### config.mk
export PLATFORM = sky130hd
export DESIGN_NAME = encoder_mt_speed_meter
export DESIGN_NICKNAME = d
export VERILOG_FILES = /design/src/rtl/core/emsm_pkg.sv /design/src/rtl/core/encoder_mt_speed_meter.sv
export SDC_FILE = /design/constraint.sdc
export NUM_CORES = 2
export LEC_CHECK = 0
export BUFFER_PORTS_ARGS = -buffer_cell sky130_fd_sc_hd__buf_2
export CORE_ASPECT_RATIO = 0.9
export CORE_UTILIZATION = 55
export CTS_CLUSTER_DIAMETER = 40
export DETAILED_ROUTE_END_ITERATION = 6
export PLACE_DENSITY = 0.76
export SLEW_MARGIN = 5
export SYNTH_ARGS = -nofsm -noshare
export SYNTH_HDL_FRONTEND = slang
export SYNTH_SLANG_ARGS = --single-unit
### constraint.sdc
create_clock -name clk -period 13.8 [get_ports clk]
set_input_delay 0.69 -clock clk [delete_from_list [all_inputs] [get_ports clk]]
set_output_delay 0.69 -clock clk [all_outputs]
set_load 0.005 [all_outputs]
### src/rtl/core/emsm_pkg.sv
// Package with shared types, constants and codes of the encoder speed meter.
`default_nettype none
package emsm_pkg;
  localparam int Channels = 4;
  localparam int ChW = 2;
  localparam logic [22:0] RpmScale = 23'd6000000;

  localparam logic [1:0] OP_FALL = 2'd0;
  localparam logic [1:0] OP_RISE = 2'd1;
  localparam logic [1:0] OP_OVF  = 2'd2;
  localparam logic [1:0] OP_READ = 2'd3;

  localparam logic [1:0] REG_PPR = 2'd0;
  localparam logic [1:0] REG_CHN = 2'd1;
  localparam logic [1:0] REG_INV = 2'd2;

  localparam logic [1:0] DIR_NONE = 2'd0;
  localparam logic [1:0] DIR_FWD  = 2'd1;
  localparam logic [1:0] DIR_REV  = 2'd3;

  typedef struct packed {
    logic [31:0] window_count;
    logic [15:0] first_edge_time;
    logic [15:0] last_edge_time;
    logic [1:0]  last_direction;
    logic        edge_seen;
    logic [15:0] period_cap;
    logic [15:0] overflow_count;
    logic [31:0] last_edge_stamp;
  } chan_state_t;

  // The first word field sits in the lowest bits, so it is the last member.
  typedef struct packed {
    logic [15:0] captured_period;
    logic [15:0] timer_count;
    logic        b_level;
    logic [1:0]  channel;
    logic [1:0]  opcode;
  } event_t;
endpackage
`default_nettype wire

### src/rtl/core/encoder_mt_speed_meter.sv
// Top level of the four-channel M/T encoder speed meter.
//
// Event words enter on s_axis (opcode, channel, B level, timer count,
// captured period). Edge and overflow words update the channel record
// and return no word. A window read returns one word on m_axis with the
// signed speed in RPM and a flag that an edge arrived in the window.
// Per-channel state lives in one memory with a registered read. Each word
// is read, updated and written back, and one word is handled at a time.
// Edge and overflow words pass the read and update states. A read then
// goes through a multiply of the time by the pulses-per-revolution
// setting and a restoring division of count*6000000 by that product,
// and then an output state.
// After reset the block sweeps the 4 memory entries to zero and accepts
// no word meanwhile. The result sits in an output register; a stalled
// receiver holds it, and no word of any kind is accepted until it is
// taken.
`default_nettype none
module encoder_mt_speed_meter (
  input  wire logic        clk,
  input  wire logic        rst,
  input  wire logic        s_axis_tvalid,
  output logic             s_axis_tready,
  // opcode[1:0], channel[3:2], b_level[4], timer_count[20:5],
  // captured_period[36:21], zeros[39:37]
  input  wire logic [39:0] s_axis_tdata,
  output logic             m_axis_tvalid,
  input  wire logic        m_axis_tready,
  // speed_rpm[31:0]
  output logic [31:0]      m_axis_tdata,
  // had edge flag
  output logic             m_axis_tuser,
  input  wire logic        cfg_we,
  input  wire logic [1:0]  cfg_index,
  input  wire logic [15:0] cfg_data
);
  localparam logic [2:0] S_CLR  = 3'd0;
  localparam logic [2:0] S_IDLE = 3'd1;
  localparam logic [2:0] S_RD   = 3'd2;
  localparam logic [2:0] S_UPD  = 3'd3;
  localparam logic [2:0] S_MUL  = 3'd4;
  localparam logic [2:0] S_DIV  = 3'd5;
  localparam logic [2:0] S_OUT  = 3'd6;

  emsm_pkg::chan_state_t mem [emsm_pkg::Channels];
  emsm_pkg::chan_state_t rd_data;
  emsm_pkg::chan_state_t wr_data;
  logic                  wr_en;
  logic [emsm_pkg::ChW-1:0] wr_addr;

  logic [15:0] ppr_reg;
  logic [2:0]  channels_in_use;
  logic [3:0]  direction_invert;

  logic [2:0]  state;
  logic [emsm_pkg::ChW:0] clr_cnt;
  emsm_pkg::event_t ev;
  logic        neg;
  logic        zero_out;
  logic        had;
  logic [47:0] den;
  logic [31:0] mcand;
  logic [15:0] mplier;
  logic [54:0] num;
  logic [47:0] rem;
  logic [54:0] quo;
  logic [5:0]  step;

  always_ff @(posedge clk) begin
    if (rst) begin
      ppr_reg <= 16'd520;
      channels_in_use <= 3'd4;
      direction_invert <= 4'd0;
    end else if (cfg_we) begin
      unique case (cfg_index)
        emsm_pkg::REG_PPR: ppr_reg <= cfg_data;
        emsm_pkg::REG_CHN: channels_in_use <= cfg_data[2:0];
        emsm_pkg::REG_INV: direction_invert <= cfg_data[3:0];
        default: ;
      endcase
    end
  end

  always_ff @(posedge clk) begin
    if (wr_en) mem[wr_addr] <= wr_data;
    rd_data <= mem[ev.channel];
  end

  // Update of the record for edge, overflow and read words.
  logic        fwd;
  logic [31:0] now;
  logic [31:0] since;
  logic [31:0] mag;
  logic [15:0] span;
  logic [31:0] t_sel;
  logic        active;
  logic [31:0] pmax;
  emsm_pkg::chan_state_t upd;

  always_comb begin
    active = ({1'b0, ev.channel} < channels_in_use);
    fwd = (ev.opcode == emsm_pkg::OP_FALL) ? ev.b_level : !ev.b_level;
    if (direction_invert[ev.channel]) fwd = !fwd;
    now = {rd_data.overflow_count, ev.timer_count};
    since = now - rd_data.last_edge_stamp;
    mag = rd_data.window_count[31] ? (32'd0 - rd_data.window_count) : rd_data.window_count;
    span = rd_data.last_edge_time - rd_data.first_edge_time;
    pmax = (rd_data.period_cap == 16'd0) ? 32'd1 : {16'd0, rd_data.period_cap};
    if (mag >= 32'd2) t_sel = (span == 16'd0) ? 32'd65536 : {16'd0, span};
    else if (mag == 32'd1) begin
      if (rd_data.period_cap != 16'd0) t_sel = {16'd0, rd_data.period_cap};
      else t_sel = (since == 32'd0) ? 32'd1 : since;
    end else t_sel = (since > pmax) ? since : pmax;
    upd = rd_data;
    case (ev.opcode)
      emsm_pkg::OP_OVF: upd.overflow_count = rd_data.overflow_count + 16'd1;
      emsm_pkg::OP_READ: begin
        upd.window_count = 32'd0;
        upd.edge_seen = 1'b0;
      end
      default: begin
        upd.window_count = rd_data.window_count + (fwd ? 32'd1 : 32'hFFFF_FFFF);
        if (!rd_data.edge_seen) begin
          upd.first_edge_time = ev.timer_count;
          upd.edge_seen = 1'b1;
        end
        upd.last_edge_time = ev.timer_count;
        upd.last_edge_stamp = now;
        upd.last_direction = fwd ? emsm_pkg::DIR_FWD : emsm_pkg::DIR_REV;
        if (ev.opcode == emsm_pkg::OP_RISE) upd.period_cap = ev.captured_period;
      end
    endcase
  end

  logic [48:0] trial;
  assign trial = {rem, num[54]} - {1'b0, den};

  always_comb begin
    wr_en = 1'b0;
    wr_addr = ev.channel;
    wr_data = upd;
    if (state == S_CLR) begin
      wr_en = 1'b1;
      wr_addr = clr_cnt[emsm_pkg::ChW-1:0];
      wr_data = '0;
    end else if (state == S_UPD && active) wr_en = 1'b1;
  end

  assign s_axis_tready = (state == S_IDLE) && !m_axis_tvalid;

  always_ff @(posedge clk) begin
    if (rst) begin
      state <= S_CLR;
      clr_cnt <= '0;
      m_axis_tvalid <= 1'b0;
    end else begin
      if (m_axis_tvalid && m_axis_tready) m_axis_tvalid <= 1'b0;
      unique case (state)
        S_CLR: begin
          clr_cnt <= clr_cnt + (emsm_pkg::ChW+1)'(1);
          if (clr_cnt == (emsm_pkg::ChW+1)'(emsm_pkg::Channels - 1)) state <= S_IDLE;
        end
        S_IDLE: if (s_axis_tvalid && s_axis_tready) begin
          ev <= s_axis_tdata[36:0];
          state <= S_RD;
        end
        S_RD: state <= S_UPD;
        S_UPD: begin
          if (ev.opcode != emsm_pkg::OP_READ) state <= S_IDLE;
          else begin
            had <= active && rd_data.edge_seen;
            zero_out <= !active || ppr_reg == 16'd0 ||
                        (mag == 32'd0 && rd_data.last_direction == emsm_pkg::DIR_NONE);
            if (mag == 32'd0) begin
              neg <= rd_data.last_direction == emsm_pkg::DIR_REV;
              num <= {32'd0, emsm_pkg::RpmScale};
            end else begin
              neg <= rd_data.window_count[31];
              num <= 55'(mag) * 55'(emsm_pkg::RpmScale);
            end
            mcand <= t_sel;
            mplier <= ppr_reg;
            den <= '0;
            step <= '0;
            state <= S_MUL;
          end
        end
        S_MUL: begin
          den <= {den[46:0], 1'b0} + (mplier[15] ? {16'd0, mcand} : 48'd0);
          mplier <= {mplier[14:0], 1'b0};
          if (step == 6'd15) begin
            step <= '0;
            rem <= '0;
            state <= S_DIV;
          end else begin
            step <= step + 6'd1;
          end
        end
        S_DIV: begin
          if (!trial[48]) begin
            rem <= trial[47:0];
            quo <= {quo[53:0], 1'b1};
          end else begin
            rem <= {rem[46:0], num[54]};
            quo <= {quo[53:0], 1'b0};
          end
          num <= {num[53:0], 1'b0};
          step <= step + 6'd1;
          if (step == 6'd54) state <= S_OUT;
        end
        S_OUT: begin
          m_axis_tvalid <= 1'b1;
          m_axis_tuser <= had;
          if (zero_out) m_axis_tdata <= 32'd0;
          else if (!neg) m_axis_tdata <= (quo > 55'h7FFF_FFFF) ? 32'h7FFF_FFFF : quo[31:0];
          else m_axis_tdata <= (quo > 55'h8000_0000) ? 32'h8000_0000 : 32'd0 - quo[31:0];
          state <= S_IDLE;
        end
        default: state <= S_IDLE;
      endcase
    end
  end
endmodule
`default_nettype wire

# Word-level counts from Yosys, hierarchy flattened
# Memories as Yosys holds them, arrays and structs flattened. A register that Yosys moved wholly into a read port is not among the register bits.
# Cells that the tools add are included.
# Widths: inputs -> output; s select.
# word_totals
ff_bits	363
ram_bits	524
inputBits	63
out_inout_bits	35
elab_cells	160
n_memories	1
# mem_list
memory	depth	width	rd	rd_clocked_by_memory_dff	write_ports	line_no	text
mem	4	131	1	1	1	encoder_mt_speed_meter.sv:44	emsm_pkg::chan_state_t mem [emsm_pkg::Channels];
# classes
add_sub_neg	10
n_mul	1
n_lt_le_gt_ge	6
eq_ne	22
mux	55
n_bitwise	2
n_reduce_logical	40
# op_table
op	count
$mux 32	12
$pmux 48 s2	2
$mux 48	3
$mux 131	1
$mux 55	2
$pmux 55 s2	1
$mux 16	6
$logic_not 32->1	2
$pmux 32 s2	1
$sub 1x32->32 const A	2
$gt 55x31->1 const B	1
$gt 55x32->1 const B	1
$sub 49x48->49	1
$add 48x32->48	1
$logic_not 16->1	3
$mul 32x16->48 const B	1
$mux 34	1
$add 32x32->32	1
$eq 32x1->1 const B	1
$ge 32x2->1 const B	1
$gt 32x16->1	1
$pmux 16 s2	1
$sub 32x32->32	1
$pmux 3 s6	1
other kinds (36)	88

# Logic depth before layout (Yosys ltp)
# depth
word_depth	8
mapped_depth	32

# Worst setup path after synthesis
# No wires, ideal clock.
# synth_timing
path_kind	reg-to-reg
from	reg ev[2] (netlist bit)
to	mem mem[0][0] (netlist bit) (enable)
setup_ps	809
arrival_time_ps	10869
setup_slack_ps	2122
path_stages_with_launch	6
path_buffers	3
cell_sequence	edfxtp_1 > clkbuf_1 > clkbuf_1 > buf_1 > mux2i_1 > nor3b_1
# synth_via
elab_chain_len	6
elab_cells_between_ends	7
cone_classes	order compare (1); mux (5); reduce/logical (1)
# synth_rtl
element	line_no	text
start, declared	encoder_mt_speed_meter.sv:56	emsm_pkg::event_t ev;
start signal, assigned	encoder_mt_speed_meter.sv:163	ev <= s_axis_tdata[36:0];
$lt 2x3->1	encoder_mt_speed_meter.sv:100	active = ({1'b0, ev.channel} < channels_in_use);
$logic_and 1x1->1	encoder_mt_speed_meter.sv:145	end else if (state == S_UPD && active) wr_en = 1'b1;
$mux 1	encoder_mt_speed_meter.sv:145	
$mux 1	encoder_mt_speed_meter.sv:141	if (state == S_CLR) begin
$mux 1	encoder_mt_speed_meter.sv:84	if (wr_en) mem[wr_addr] <= wr_data;
$mux 1 (not written as such)	encoder_mt_speed_meter.sv:84	
end, declared	encoder_mt_speed_meter.sv:44	
# Parallel ways exist; a longest one is shown, timed or not.

# Worst setup path after layout
# layout_timing
from	reg rd_data[99] (netlist name)
to	reg num[52] (data pin)
# layout_via
elab_chain_len	6
elab_cells_between_ends	7
cone_classes	add/sub (1); mul (1); mux (4); reduce/logical (1)
# layout_rtl
element	line_no	text
$sub 1x32->32	encoder_mt_speed_meter.sv:105	mag = rd_data.window_count[31] ? (32'd0 - rd_data.window_count) : rd_data.window_count;
$mux 32 *	encoder_mt_speed_meter.sv:105	
$mul 32x16->48 or $logic_not 32->1 (tied branches)	encoder_mt_speed_meter.sv:178, encoder_mt_speed_meter.sv:173	
$mux 55 *	encoder_mt_speed_meter.sv:173	if (mag == 32'd0) begin
$mux 55 *	encoder_mt_speed_meter.sv:168	if (ev.opcode != emsm_pkg::OP_READ) state <= S_IDLE;
$pmux 55 s2 *	encoder_mt_speed_meter.sv:157	unique case (state)
end signal, assigned	encoder_mt_speed_meter.sv:175	num <= {32'd0, emsm_pkg::RpmScale};
end signal, assigned	encoder_mt_speed_meter.sv:178	num <= 55'(mag) * 55'(emsm_pkg::RpmScale);
end signal, assigned	encoder_mt_speed_meter.sv:206	num <= {num[53:0], 1'b0};
end, declared	encoder_mt_speed_meter.sv:63	logic [54:0] num;
# Every way passes the cells marked *; elsewhere a longest branch is shown, timed or not. The select of a mux whose other input is x is not followed.
# A chain may end at the register's enable or synchronous reset.

==> impl_metrics.env <==
export IMPL_outcome="completed"
export IMPL_synth_seq_area_share=0.491
export IMPL_drt_pass1_iter_count=5
export IMPL_seq_area_um2=28700
export IMPL_slew_viol_final=0
export IMPL_cts_root_buf="clkbuf_16"
export IMPL_start_kind="flip-flop"
export IMPL_synth_cell_types=91
export IMPL_netlist_area_um2=58600
export IMPL_detail_route_drc_violations=0
export IMPL_finalSetupTns_ns=0
export IMPL_path_max_fanout=12
export IMPL_place_congestion=0.961
export IMPL_worstMarginPinSlew_ns=1.22
export IMPL_rsz0062_at_grt="no"
export IMPL_finClkSkew_ns=0.0465
export IMPL_floorplan_initialDensity=0.555
export IMPL_vias=38100
export IMPL_io_pins=98
export IMPL_synth_top_cell_by_area="edfxtp_1"
export IMPL_hold_path_class="primary input to flip-flop"
export IMPL_grt_overflow=0
export IMPL_hold_buffers=0
export IMPL_drive_above_1_share=0.104
export IMPL_synth_fp_nets=5632
export IMPL_crit_path_end_kind="flip-flop"
export IMPL_antenna_found_initial=3
export IMPL_drtIter0Drc=3419
export IMPL_synth_top_area_frac=0.436
export IMPL_largest_reg_flops=524
export IMPL_final_common_cell="edfxtp_1"
export IMPL_cts_resized=0
export IMPL_avgSynthCellArea_um2=11.8
export IMPL_cts_buffer_depth=3
export IMPL_io_buffers=94
export IMPL_chipHeight_um=312
export IMPL_clock_sinks=1011
export IMPL_maxCapViolCount=0
export IMPL_cts_buffers=121
export IMPL_antenna_left=0
export IMPL_grt_pass1_vias=37300
export IMPL_ys_flop_type="edfxtp_1"
export IMPL_ys_ff_latch=1011
export IMPL_cts_tree="done"
export IMPL_crit_top_cell="inv_1"
export IMPL_reg_top3="mem: 524 flops, rd_data: 115 flops, quo: 55 flops"
export IMPL_rrSetupSlack_ns=4.39
export IMPL_grt_max_degree=132
export IMPL_finalSetupViolCount=0
export IMPL_multiInputGateArea_um2=27200
export IMPL_core_um2=106000
export IMPL_max_stage_delay_ns=0.60
export IMPL_synth_edf_count=850
export IMPL_htree_levels=3
export IMPL_relSlewSlack=0.186
export IMPL_synth_top_cells_by_area="edfxtp_1, ha_1, fa_1, dfxtp_1, mux4_2"
export IMPL_nets=5722
export IMPL_post_cts_buffers=0
export IMPL_grt_usage=0.241
export IMPL_ys_warn_count=0
export IMPL_dieArea_um2=108000
export IMPL_die_width_um=346
export IMPL_async_reset_ff_frac=0
export IMPL_min_period_ns=9.41
export IMPL_grt_pass1_wl_mm=206
export IMPL_syn_inst=4966
export IMPL_hold_violations=0
export IMPL_final_cell_mix="edfxtp_1, inv_1, ha_1, nand2_1, nor2_1"
export IMPL_crit_type="flip-flop to flip-flop"
export IMPL_critical_path_required_ns=14.26
export IMPL_clkTransAtPathRegs_ns=0.06
export IMPL_num_rows=113
export IMPL_wl_mm=131
export IMPL_syn2layout_area_growth_pct=10.5
export IMPL_arrival_ns=9.86
export IMPL_finalCritPeriodShare=0.682
export IMPL_dp_hpwl_mm=91.2
export IMPL_insertion_delay_ns=0.72
export IMPL_antenna_cells=0
export IMPL_top_register="mem"
export IMPL_vias_per_cell=5.83
export IMPL_wl_per_cell_um=19.9
export IMPL_fillers=7996
export IMPL_clock_fmax_mhz=106
export IMPL_cp_slowest_cell="o41ai_1"
==> layer usage <==
layer  GRT usage  routed length, um
met5           0                 38
met4      0.0653               2960
met3      0.0515              10600
met2       0.365              57300
met1       0.353              59500
==> cells in the mapped netlist, drive strengths merged, types with 40 or more instances <==
master    n
nor2b    40
nand3    86
nor3     60
a21o    107
inv     546
xnor2   175
ha      394
dfxtp   161
mux2i    75
a21oi   310
a31oi    59
nand2b   55
clkbuf  138
mux4    132
edfxtp  850
o21ai   152
nor2    359
xor2    112
nand2   374
fa      209
==> critical path, delay by kind of cell, from the launching register on <==
family | cells | cell delay [ns]
compound gates | 7 | 2.14
buf+inv | 6 | 0.79
fa+ha+maj | 8 | 3.61
flops | 1 | 0.50
simple gates | 7 | 1.55
xor+xnor | 2 | 0.53
==> through the flow <==
| stage | area [um2] | hold slack [ns] | worst slack (ns) | utilization | cells |
|---|---|---|---|---|---|
| final | 64800 | 0.143 | 4.39 | 0.613 | 6544 |
| after global routing | 64800 | 0.110 | 3.72 | 0.613 | 6544 |
| after global placement | 60600 | 0.432 | 4.43 | 0.573 | 6313 |
| after detailed placement | 60600 | 0.437 | 4.42 | 0.573 | 6313 |
| after CTS | 64800 | 0.0953 | 4.41 | 0.613 | 6544 |
| after floorplan | 58600 | 0.400 | 2.12 | - | 4966 |
==> final cells by class <==
| class | instances | area share |
|---|---|---|
| clock buffers | 149 | 0.0503 |
| clock inverters | 82 | 0.0143 |
| inverters | 546 | 0.0317 |
| multi-input cells | 3242 | 0.420 |
| flip-flops and latches | 1011 | 0.444 |
| well taps | 1380 | 0.0267 |
| repair buffers | 134 | 0.0127 |
==> worst paths after layout <==
check	to	startpoint	cells after the start
max	num[52]	rd_data[99]	30
min	ev[28]	s_axis_tdata[28]	1
max reg2reg	num[52]	rd_data[99]	30
min reg2reg	quo[38]	quo[37]	0
==> cell families (layout without fill, tap and decap cells) <==
logic type,Yosys count,after routing,share of synthesized area
XOR/XNOR,287,287,0.0430
AO/OA/AOI/OAI,901,901,0.0983
adder cells (fa/ha/maj),603,603,0.156
buffers and inverters,713,911,0.0462
multiplexers,212,212,0.0645
flip-flops,1011,1011,0.491
AND/OR/NAND/NOR,1239,1239,0.102
Power is left out: the tool's default activity adds up to more than one toggle a clock period on the data nets, which glitch-free logic cannot reach.
